### config.mk
export PLATFORM = sky130hd
export DESIGN_NAME = epoch_seconds_to_year_time
export DESIGN_NICKNAME = d
export VERILOG_FILES = /design/src/sv/ep2y_pkg.sv /design/src/sv/epoch_seconds_to_year_time.sv /design/src/sv/ep2y_sub.sv /design/src/sv/ep2y_yearctr.sv
export SDC_FILE = /design/constraint.sdc
export NUM_CORES = 1
export LEC_CHECK = 0
export BUFFER_PORTS_ARGS = -buffer_cell sky130_fd_sc_hd__buf_2
export CAP_MARGIN = 20
export CELL_PAD_IN_SITES_DETAIL_PLACEMENT = 2
export CELL_PAD_IN_SITES_GLOBAL_PLACEMENT = 2
export CORE_UTILIZATION = 38
export CTS_CLUSTER_SIZE = 20
export DETAILED_ROUTE_END_ITERATION = 8
export MAX_ROUTING_LAYER = met4
export PLACE_DENSITY_LB_ADDON = 0.1
export SLEW_MARGIN = 20
export SYNTH_ARGS = -nofsm -noshare
export SYNTH_HDL_FRONTEND = slang
export SYNTH_HIERARCHICAL = 1
export SYNTH_SLANG_ARGS = --single-unit
### constraint.sdc
create_clock -name clk -period 8.3 [get_ports clk]
set_input_delay 0.83 -clock clk [delete_from_list [all_inputs] [get_ports clk]]
set_output_delay 0.83 -clock clk [all_outputs]
set_load 0.1 [all_outputs]
### src/sv/ep2y_pkg.sv
// Package for the epoch-seconds-to-year/time converter.
// Shared widths, constants and the structs passed between the datapath modules.
// No dependencies.
package ep2y_pkg;

	localparam int SUB_W   = 18;  // shared subtractor width, holds one day of seconds
	localparam int YEAR_W  = 12;
	localparam int DAYS_W  = 16;  // whole days below 2^32/86400
	localparam int MUL_A_W = 25;  // seconds >> 7
	localparam int MUL_B_W = 26;
	localparam int MUL_P_W = MUL_A_W + MUL_B_W;

	// floor(x / d) == (x * ceil(2^s / d)) >> s over the operand ranges used here;
	// the powers of two in 86400, 3600 and 60 are shifted off the operand first
	localparam int DAY_SHIFT  = 35;
	localparam int HOUR_SHIFT = 21;
	localparam int MIN_SHIFT  = 14;

	localparam logic [MUL_B_W-1:0] DAY_RECIP  = MUL_B_W'(50903317);  // 2^35 / 675
	localparam logic [MUL_B_W-1:0] HOUR_RECIP = MUL_B_W'(9321);      // 2^21 / 225
	localparam logic [MUL_B_W-1:0] MIN_RECIP  = MUL_B_W'(1093);      // 2^14 / 15
	localparam logic [MUL_B_W-1:0] DAY_SECS   = MUL_B_W'(86400);
	localparam logic [MUL_B_W-1:0] HOUR_SECS  = MUL_B_W'(3600);
	localparam logic [MUL_B_W-1:0] MIN_SECS   = MUL_B_W'(60);

	localparam logic [SUB_W-1:0]  DAYS_YEAR    = SUB_W'(365);
	localparam logic [SUB_W-1:0]  DAYS_LEAP    = SUB_W'(366);
	localparam logic [YEAR_W-1:0] FIRST_YEAR   = YEAR_W'(1970);
	localparam logic [6:0]        FIRST_MOD100 = 7'd70;
	localparam logic [8:0]        FIRST_MOD400 = 9'd370;
	localparam logic [6:0]        LAST_MOD100  = 7'd99;
	localparam logic [8:0]        LAST_MOD400  = 9'd399;

	typedef struct packed {
		logic [SUB_W-1:0] diff;
		logic             borrow;  // a < b
	} sub_res_t;

	typedef struct packed {
		logic clear;  // load 1970
		logic incr;   // step one year
	} yr_ctl_t;

endpackage

### src/sv/epoch_seconds_to_year_time.sv
// Top level: epoch seconds to Gregorian year and time of day.
// Depends on ep2y_pkg, ep2y_sub, ep2y_yearctr.
//
//  channel | handshake      | word
//  --------+----------------+------------------------------------------
//  input   | start & !busy  | epoch_seconds[31:0]
//  result  | done (1 cycle) | year[11:0] hour[4:0] minute[5:0]
//          |                | second_of_minute[5:0]
//
// A word steps through the load, the day quotient, the time of day, the year walk
// from 1970 (one year per step, plus a final step that ends it), the hour quotient and
// remainder, the minute quotient and remainder, and the done state.
// Quotients come from the shared multiplier, remainders and the year walk from the
// shared subtractor. busy stays high until the done cycle ends.
// arst_n clears the sequencer; the receiver cannot stall the done strobe.
module epoch_seconds_to_year_time
	import ep2y_pkg::*;
(
	input  logic              clk,
	input  logic              arst_n,
	input  logic              start,
	output logic              busy,
	input  logic [31:0]       epoch_seconds,
	output logic              done,
	output logic [YEAR_W-1:0] year,
	output logic [4:0]        hour,
	output logic [5:0]        minute,
	output logic [5:0]        second_of_minute
);

	typedef enum logic [8:0] {
		ST_IDLE  = 9'b000000001,
		ST_DAYQ  = 9'b000000010,
		ST_TOD   = 9'b000000100,
		ST_YEARS = 9'b000001000,
		ST_HOURQ = 9'b000010000,
		ST_HOURR = 9'b000100000,
		ST_MINQ  = 9'b001000000,
		ST_MINR  = 9'b010000000,
		ST_DONE  = 9'b100000000
	} state_t;

	state_t             state_q;
	logic [31:0]        sec_q;
	logic [SUB_W-1:0]   rem_q;
	logic [DAYS_W-1:0]  days_q;
	logic [4:0]         hour_q;
	logic [5:0]         min_q;

	logic [MUL_A_W-1:0] mul_a;
	logic [MUL_B_W-1:0] mul_b;
	logic [MUL_P_W-1:0] prod;
	logic [SUB_W-1:0]   op_a;
	logic [SUB_W-1:0]   op_b;
	sub_res_t           sub;
	yr_ctl_t            yr_ctl;
	logic               leap;

	// quotient by reciprocal, then quotient times divisor for the remainder
	always_comb begin
		mul_a = '0;
		mul_b = '0;
		case (state_q)
			ST_DAYQ: begin
				mul_a = sec_q[31:7];
				mul_b = DAY_RECIP;
			end
			ST_TOD: begin
				mul_a = {{(MUL_A_W-DAYS_W){1'b0}}, days_q};
				mul_b = DAY_SECS;
			end
			ST_HOURQ: begin
				mul_a = {{(MUL_A_W-13){1'b0}}, rem_q[16:4]};
				mul_b = HOUR_RECIP;
			end
			ST_HOURR: begin
				mul_a = {{(MUL_A_W-5){1'b0}}, hour_q};
				mul_b = HOUR_SECS;
			end
			ST_MINQ: begin
				mul_a = {{(MUL_A_W-10){1'b0}}, rem_q[11:2]};
				mul_b = MIN_RECIP;
			end
			ST_MINR: begin
				mul_a = {{(MUL_A_W-6){1'b0}}, min_q};
				mul_b = MIN_SECS;
			end
			default: begin
				mul_a = '0;
				mul_b = '0;
			end
		endcase
	end

	assign prod = {{MUL_B_W{1'b0}}, mul_a} * {{MUL_A_W{1'b0}}, mul_b};

	// remainders are below 2^SUB_W, so the low product bits are enough
	always_comb begin
		op_a = rem_q;
		op_b = prod[SUB_W-1:0];
		case (state_q)
			ST_TOD: begin
				op_a = sec_q[SUB_W-1:0];
				op_b = prod[SUB_W-1:0];
			end
			ST_YEARS: begin
				op_a = {{(SUB_W-DAYS_W){1'b0}}, days_q};
				op_b = leap ? DAYS_LEAP : DAYS_YEAR;
			end
			default: begin
				op_a = rem_q;
				op_b = prod[SUB_W-1:0];
			end
		endcase
	end

	ep2y_sub u_sub (
		.a   (op_a),
		.b   (op_b),
		.res (sub)
	);

	assign yr_ctl.clear = (state_q == ST_IDLE) && start;
	assign yr_ctl.incr  = (state_q == ST_YEARS) && !sub.borrow;

	ep2y_yearctr u_year (
		.clk    (clk),
		.arst_n (arst_n),
		.ctl    (yr_ctl),
		.year   (year),
		.leap   (leap)
	);

	always_ff @(posedge clk or negedge arst_n) begin
		if (!arst_n) begin
			state_q <= ST_IDLE;
		end else begin
			case (state_q)
				ST_IDLE: begin
					if (start) begin
						state_q <= ST_DAYQ;
					end
				end
				ST_DAYQ: begin
					state_q <= ST_TOD;
				end
				ST_TOD: begin
					state_q <= ST_YEARS;
				end
				ST_YEARS: begin
					if (sub.borrow) begin
						state_q <= ST_HOURQ;
					end
				end
				ST_HOURQ: begin
					state_q <= ST_HOURR;
				end
				ST_HOURR: begin
					state_q <= ST_MINQ;
				end
				ST_MINQ: begin
					state_q <= ST_MINR;
				end
				ST_MINR: begin
					state_q <= ST_DONE;
				end
				ST_DONE: begin
					state_q <= ST_IDLE;
				end
				default: begin
					state_q <= ST_IDLE;
				end
			endcase
		end
	end

	// datapath: seconds, remainder, quotient and digit registers
	always_ff @(posedge clk) begin
		case (state_q)
			ST_IDLE: begin
				if (start) begin
					sec_q <= epoch_seconds;
				end
			end
			ST_DAYQ: begin
				days_q <= prod[DAY_SHIFT +: DAYS_W];
			end
			ST_TOD: begin
				rem_q <= sub.diff;
			end
			ST_YEARS: begin
				if (!sub.borrow) begin
					days_q <= sub.diff[DAYS_W-1:0];
				end
			end
			ST_HOURQ: begin
				hour_q <= prod[HOUR_SHIFT +: 5];
			end
			ST_HOURR: begin
				rem_q <= sub.diff;
			end
			ST_MINQ: begin
				min_q <= prod[MIN_SHIFT +: 6];
			end
			ST_MINR: begin
				rem_q <= sub.diff;
			end
			default: begin
				sec_q <= sec_q;
			end
		endcase
	end

	assign busy             = (state_q != ST_IDLE);
	assign done             = (state_q == ST_DONE);
	assign hour             = hour_q;
	assign minute           = min_q;
	assign second_of_minute = rem_q[5:0];

endmodule

### src/sv/ep2y_sub.sv
// Shared compare/subtract unit of the converter: a - b with borrow.
// Depends on ep2y_pkg.
module ep2y_sub
	import ep2y_pkg::*;
(
	input  logic [SUB_W-1:0] a,
	input  logic [SUB_W-1:0] b,
	output sub_res_t         res
);

	logic [SUB_W:0] wide;

	assign wide       = {1'b0, a} - {1'b0, b};
	assign res.diff   = wide[SUB_W-1:0];
	assign res.borrow = wide[SUB_W];

endmodule

### src/sv/ep2y_yearctr.sv
// Year counter with running mod-100 and mod-400 residues for the leap rule.
// Depends on ep2y_pkg.
module ep2y_yearctr
	import ep2y_pkg::*;
(
	input  logic              clk,
	input  logic              arst_n,
	input  yr_ctl_t           ctl,
	output logic [YEAR_W-1:0] year,
	output logic              leap
);

	logic [YEAR_W-1:0] year_q;
	logic [6:0]        mod100_q;
	logic [8:0]        mod400_q;

	always_ff @(posedge clk or negedge arst_n) begin
		if (!arst_n) begin
			year_q   <= FIRST_YEAR;
			mod100_q <= FIRST_MOD100;
			mod400_q <= FIRST_MOD400;
		end else if (ctl.clear) begin
			year_q   <= FIRST_YEAR;
			mod100_q <= FIRST_MOD100;
			mod400_q <= FIRST_MOD400;
		end else if (ctl.incr) begin
			year_q   <= year_q + YEAR_W'(1);
			mod100_q <= (mod100_q == LAST_MOD100) ? 7'd0 : mod100_q + 7'd1;
			mod400_q <= (mod400_q == LAST_MOD400) ? 9'd0 : mod400_q + 9'd1;
		end
	end

	assign year = year_q;
	assign leap = (year_q[1:0] == 2'b00) && ((mod100_q != 7'd0) || (mod400_q == 9'd0));

endmodule

# Yosys cells after proc, flatten, opt, wreduce, memory -nomap -nowiden
# Index checks and enable logic that the tools add are counted.
# op_classes
n_mul	1
n_reduce_logical	14
n_eq_ne	15
muxes	18
addsub	4
# op_table
cell	n
$pmux W26 S6	1
$pmux W25 S6	1
$pmux W9 S8	1
$mul A25 B26 Y51	1
$mux W9	5
$pmux W18 S2	1
$pmux W16 S2	1
$mux W12	2
$mux W7	3
$sub A18 B18 Y19	1
$eq A9 B9 Y1 const B	2
$mux W18	1
$mux W16	1
$add A12 B1 Y12 const B	1
$add A9 B1 Y9 const B	1
$eq A9 B1 Y1 const B	1
$eq A9 B2 Y1 const B	1
$eq A9 B3 Y1 const B	1
$eq A9 B4 Y1 const B	1
$eq A9 B5 Y1 const B	1
$eq A9 B6 Y1 const B	1
$eq A9 B7 Y1 const B	1
$eq A9 B8 Y1 const B	1
$logic_not A9 Y1	1
other kinds (14)	20
# word_totals
elab_cells	61
input_bits	35
ff_bits	114
output_inout_bits	31

# Longest topological paths before layout
# Gate-level depths: netlist (run 1).
# logic_depth
word_depth	10
depth_mapped	44
depth_no_buf	40

# Hierarchy
# Netlist (run 1), hierarchy kept.
# by_module_without_submodules
mod	cells_per_inst	area_each_um2	n_inst
epoch_seconds_to_year_time	2002	19266.0	1
ep2y_yearctr	169	1624.1	1
ep2y_sub	113	822.0	1

# Worst setup path before layout (run 1)
# Ideal clock, no wire load.
# synth_timing
path_type	register to register
from	register state_q[3]
to	register u_year.mod100_q[5]
setup_ns	0.082
t_arrival_ns	8.362
path_stages_with_launch	35
path_buffers	3
setup_slack_ns	-0.144
synth_period_minus_slack_ns	8.444
path_cell_list	dfrtp_1 -> or4_4 -> nor2_1 -> and2_0 -> clkbuf_1 -> a21oi_1 -> and3_1 -> clkbuf_1 -> nor2b_1 -> fa_1 -> fa_1 -> inv_1 -> fa_1 -> inv_1 -> fa_1 -> fa_1 -> fa_1 -> inv_1 -> fa_1 -> inv_1 -> ha_1 -> a21oi_1 -> o221ai_1 -> a21oi_1 -> xnor2_1 -> and2_1 -> inv_1 -> ha_1 -> a21oi_1 -> a31o_1 -> nor2_1 -> buf_4 -> inv_1 -> or4_1 -> a31oi_1
# synth_rtl
item	line_no	rtl
from (decl)	epoch_seconds_to_year_time.sv:43	state_t state_q;
from (signal assigned)	epoch_seconds_to_year_time.sv:136	state_q <= ST_IDLE;
from (signal assigned)	epoch_seconds_to_year_time.sv:141	state_q <= ST_DAYQ;
from (signal assigned)	epoch_seconds_to_year_time.sv:145	state_q <= ST_TOD;
to (signal assigned)	ep2y_yearctr.sv:28	mod100_q <= (mod100_q == LAST_MOD100) ? 7'd0 : mod100_q + 7'd1;
to (decl)	ep2y_yearctr.sv:14	logic [6:0] mod100_q;

==> impl_metrics.csv, run 1 <==
group,metric,value,unit
critical_path,critPathLaunchType,"flip-flop",
final_layout,final_area,0.0290,sq mm
global_routing,grt_max_degree,57,
synth,synth-edff-count,77,
drt,m1WireLength,40800,microns
sta,finalSetupTns,-12.23,ns
synth,synth_top_cell_by_area,"fa_1",
critical_path,cp-end-kind,"flip-flop",
sta,clock_skew,0.0190,ns
critical_path,arrival,9.12,ns
synth,postSynthAreaPerCell,9.51,sq um
placed_design,io_buffers,65,
synth,synth_top_area_share,34.9,%
synth,ys_warn_count,6,
global_routing,grt_overflow,0,
synth,ys_ff_latch,114,
final_layout,area_delta_synth_final,33.6,%
clocking,numCtsBuffers,17,
run,cap_violations,0,
synth,synth_cell_types,89,
critical_path,crit_path_max_fanout,6,
placed_design,dp_slack,-0.756,ns
synth,ys_seq_area_share,15.0,%
final_layout,drive_above_1_share,31.6,%
sta,final.period_utilization,105,%
global_routing,grt_pass1_vias,21200,
drt,wl_met2,53400,microns
synth,async_flop_share,32.5,%
sta,rsz0062_at_grt,"true",
die,rows,87,
synth,synth_common_cells,"624 x inv_1, 378 x fa_1, 272 x ha_1",
synth,syn_inst,2284,
drt,highest_layer,"met4",
drt,drc,0,
synth,ys_top_cells_by_area,"fa_1 35%, ha_1 16%, inv_1 11%, edfxtp_1 11%, nand2_1 3.7%",
sta,holdWs,0.505,ns
status,violations,"negative setup slack",
sta,slew_viol_final,0,
critical_path,cp_slowest_cell,"fa_1",
drt,vias_per_cell,5.30,
critical_path,cp.required,8.68,ns
clocking,clk_pin_slew,0.06,ns
drt,avgRoutedWirePerCell,28.8,microns
sta,fmax,114,MHz
global_routing,grt_pass1_wl,133000,microns
critical_path,criticalPathCategory,"flip-flop to flip-flop",
worst_hold_path,hold_class,"input pin to async pin",
global_routing,track_usage,32.7,%
die,floorplan.initialDensity,38.5,%
die,die_h,241,microns
clocking,cts_tree,"yes",
die,coreArea,0.0564,sq mm
synth,synthFlopType,"edfxtp_1",
synth,synth_area,0.0217,sq mm
die,die_w,241,microns
sta,setup_viol,60,
die,die_area,0.0581,sq mm
global_routing,antenna_found_initial,3,
sta,period_minus_slack,8.74,ns
synth,yosysMostFrequentCell,"inv_1",
placed_design,placed_cell_area,0.0257,sq mm
critical_path,path_buf_inv,13,
clocking,h-tree-depth,4,
die,io_pins,66,
clocking,insertion_delay,0.47,ns
sta,max_slew.worst_pin.slew,1.03,ns
critical_path,crit_path_max_incr_delay,0.57,ns
critical_path,cp_common_cell,"fa_1",
drt,drt_iter0_drc,1015,
drt,route.met3.wl,4200,microns
sta,hold_violations,0,
drt,postRouteAntennaNets,0,
clocking,clk_path_buf_depth,2,
sta,setup_ws,-0.438,ns
clocking,postCtsHoldBufs,0,
clocking,clkSinkCount,114,
placed_design,place_congestion,0.935,
status,status,"complete, but fails checks",
final_layout,nets,3518,
critical_path,cp_top_family,"adder cells",
drt,via_count,19100,
drt,routed_wl,104000,microns
sta,slew-limit-headroom,31.6,%
clocking,clk_root_buffer_cell,"clkbuf_16",
drt,drt_pass1_iterations,5,
placed_design,dp_hpwl,75600,microns
cell families (layout without fill, tap and decap cells):
kind of cell	Yosys count	after routing	share of synthesized area (%)
xor+xnor	59	59	2.38
fa+ha+maj	650	650	50.5
buf+inv	679	1146	12.0
compound gates	289	290	9.01
simple gates	488	489	10.9
other cells	2	100	0.0346
flops	114	114	15.0
mux	3	3	0.144
per-layer routing:
| layer | up-vias | global-route usage [%] |
|---|---|---|
| met5 | - | - |
| met4 | 0 | 9.24 |
| met3 | 272 | 3.51 |
| met2 | 556 | 56.9 |
| met1 | 10100 | 40.2 |
| li1 | 8140 | - |
final cells by class:
type	instances	area (sq um)
flip-flops and latches	114	3260
clock inverters	5	37.5
multi-input cells	1586	18000
diodes	5	12.5
inverters	624	2360
clock buffers	27	557
fillers	5887	27400
repair buffers	490	3870
well taps	756	946
through the flow:
stage | util (%) | instances
final | 51.4 | 3607
after global routing | 51.4 | 3605
after CTS | 48.6 | 3551
after detailed placement | 45.5 | 3475
after global placement | 45.5 | 3475
after floorplan | - | 2377
repair_timing:
| item | in CTS | in global routing |
|---|---|---|
| resized for setup | 187 | 300 |
| hold endpoints to repair | 0 | 0 |
| pin swaps | 66 | 197 |
| endpoints found under the setup margin | 63 | 63 |
| buffers inserted | 43 | 60 |
| cloned | 2 | 2 |
state kept, by name, indices dropped and copies added, names as in the netlist:
register and cells:
days_q 16, hour 5, minute 6, rem_q 18, sec_q 32, state_q 9, u_year/mod100_q 7, u_year/mod400_q 9
u_year/year 12
layout by cell type (no fill, tap or decap), types with 24 or more instances in the layout:
| cell type | n |
|---|---|
| a21oi_1 | 50 |
| a21oi_2 | 28 |
| and2_1 | 27 |
| buf_2 | 65 |
| buf_4 | 365 |
| buf_6 | 44 |
| conb_1 | 95 |
| edfxtp_1 | 77 |
| fa_1 | 342 |
| fa_2 | 36 |
| ha_1 | 239 |
| ha_4 | 31 |
| inv_1 | 569 |
| inv_2 | 48 |
| nand2_1 | 170 |
| nand2_2 | 36 |
| nor2_1 | 73 |
| xor2_1 | 24 |
worst paths after layout:
check                                        start                 end  slack [ns]  depth (start not counted)
worst max-delay path                    state_q[7]      u_year/year[9]       -0.44                         37
worst min-delay path                        arst_n  u_year/mod400_q[7]        0.50                          1
worst max register to register          state_q[7]      u_year/year[9]       -0.44                         37
worst min register to register  u_year/mod400_q[6]  u_year/mod400_q[6]        0.55                          2
max in group asynchronous                   arst_n          state_q[6]        7.16                          1
min in group clk                 epoch_seconds[15]           sec_q[15]        0.53                          1
Power of run 1 is not shown: default switching activity piles up to over one toggle a cycle in this logic, so the estimate is an artifact.
==> inputs of run 2 (changes only) <==
--- a/config.mk
+++ b/config.mk
@@ -9,6 +9,7 @@
 export CAP_MARGIN = 20
 export CELL_PAD_IN_SITES_DETAIL_PLACEMENT = 2
 export CELL_PAD_IN_SITES_GLOBAL_PLACEMENT = 2
+export CORE_ASPECT_RATIO = 0.7
 export CORE_UTILIZATION = 38
 export CTS_CLUSTER_SIZE = 20
 export DETAILED_ROUTE_END_ITERATION = 8
==> impl_metrics.csv, run 2 (synthesis gave the netlist of run 1 again) <==
group,metric,value,unit
sta,clock_skew,0.0164,ns
global_routing,grt_max_degree,56,
critical_path,critical_path.startpoint,"state_q[3]",
global_routing,track_usage,34.1,%
critical_path,timing.rr.start,"state_q[3]",
critical_path,cp.required,8.70,ns
clocking,numCtsBuffers,17,
drt,vias_per_cell,5.20,
die,coreArea,0.0559,sq mm
clocking,clk_path_buf_depth,2,
placed_design,io_buffers,65,
final_layout,regMostFlops,"sec_q",
status,status,"complete, but fails checks",
critical_path,criticalPathCategory,"flip-flop to flip-flop",
drt,postRouteAntennaNets,0,
critical_path,path_buf_inv,9,
die,die_area,0.0581,sq mm
sta,hold_violations,0,
final_layout,drive_above_1_share,28.2,%
run,cap_violations,0,
sta,setup_ws,-0.555,ns
critical_path,cp_slowest_cell,"or4_4",
sta,max_slew.worst_pin.slew,1.03,ns
die,die_w,288,microns
drt,routed_wl,96300,microns
die,floorplan.initialDensity,38.9,%
sta,rsz0062_at_grt,"true",
die,io_pins,66,
sta,setup_viol,60,
placed_design,dp_hpwl,78300,microns
clocking,clkSinkCount,114,
final_layout,largest_register_ffs,32,
sta,final.period_utilization,107,%
critical_path,critPathLaunchType,"flip-flop",
sta,slew_viol_final,0,
sta,period_minus_slack,8.85,ns
clocking,h-tree-depth,4,
global_routing,antenna_found_initial,2,
worst_hold_path,hold_class,"input pin to async pin",
sta,holdWs,0.464,ns
final_layout,area_delta_synth_final,31.2,%
drt,drc,2,
die,die_h,202,microns
clocking,postCtsHoldBufs,0,
clocking,insertion_delay,0.48,ns
critical_path,arrival,9.25,ns
final_layout,final_cell_mix,"600 x inv_1, 381 x buf_4, 363 x fa_1",
global_routing,grt_pass1_wl,140000,microns
drt,drt_pass1_iterations,9,
drt,drt_iter0_drc,1266,
placed_design,place_congestion,0.960,
sta,fmax,113,MHz
sta,slew-limit-headroom,31.2,%
critical_path,cp_common_cell,"fa_1",
drt,via_count,18700,
final_layout,top_regs,"sec_q x32, rem_q x18, days_q x16",
die,rows,72,
critical_path,crit_path_max_fanout,8,
global_routing,grt_overflow,0,
clocking,cts_tree,"yes",
status,violations,"design-rule violations, negative setup slack",
clocking,clk_pin_slew,0.07,ns
critical_path,crit_path_max_incr_delay,0.58,ns
global_routing,grt_pass1_vias,21500,
sta,finalSetupTns,-18.53,ns
final_layout,layout_commonest_cell,"inv_1",
critical_path,cp-end-kind,"flip-flop",
critical_path,cp_top_family,"adder cells",
clocking,clk_root_buffer_cell,"clkbuf_16",
final_layout,nets,3517,
drt,avgRoutedWirePerCell,26.9,microns
[run 2: cell count changes in the layout (fill, tap and decap cells not counted), sizes merged]
cell	before	now
clkbuf	29	22
inv	621	628
diode	5	1
buf	488	490
clkinv	4	2
bufinv	0	1
clkinvlp	4	3
o2111ai	3	2
[run 2: worst reg2reg max path: cells and delay by family, from the launching register on]
kind                       cells  cell delay [ns]
adders and majority gates      9             3.97
and+or+nand+nor               11             2.56
buffers and inverters          9             0.86
AOI/OAI and AO/OA              6             0.79
DFF                            1             0.38
xor gates and xnor gates       1             0.22
[run 2: path summary, 6_finish.rpt]
check,depth (start not counted),slack [ns],endpoint
setup / recovery,36,-0.55,u_year/year[9]
hold / removal,1,0.46,u_year/year[2]
setup reg to reg,36,-0.55,u_year/year[9]
hold reg to reg,2,0.55,u_year/year[10]
max in group asynchronous,1,7.24,state_q[2]
min in group clk,1,0.52,sec_q[22]
[run 2: per-stage QoR]
stage | util [%] | setup slack [ns] | std cells | cell area [sq um]
6_report | 51.0 | -0.555 | 3586 | 28500
3_5_place_dp | 46.3 | -0.767 | 3483 | 25800
4_1_cts | 49.4 | -0.266 | 3559 | 27600
2_1_floorplan | - | 0.0201 | 2377 | 22100
3_3_place_gp | 46.3 | -0.688 | 3483 | 25800
5_1_grt | 51.0 | -0.783 | 3586 | 28500
[run 2: timing repair]
action / in CTS / in global routing
resized for setup: 176 / 178
pin swaps: 108 / 111
gates cloned: 2 / 0
buffers inserted: 45 / 31
endpoints found under the setup margin: 63 / 64
[run 2: metal layers]
metal	GRT usage [%]	up-vias	share of wire (%)
met4	5.84	0	1.6
met1	49.4	9932	47
li1	-	8126	-
met5	-	-	0
met2	52.2	511	46
met3	3.58	95	5.7
[run 2: layout make-up]
class,count,area (sq um)
Inverter,624,2360
Fill cell,5855,27400
Clock inverter,10,103
Timing Repair Buffer,490,3780
Clock buffer,22,529
Multi-Input combinational cell,1585,17500
Antenna cell,1,2.50
Sequential cell,114,3260
Tap cell,740,926
Power of run 2 is left out for the same reason.
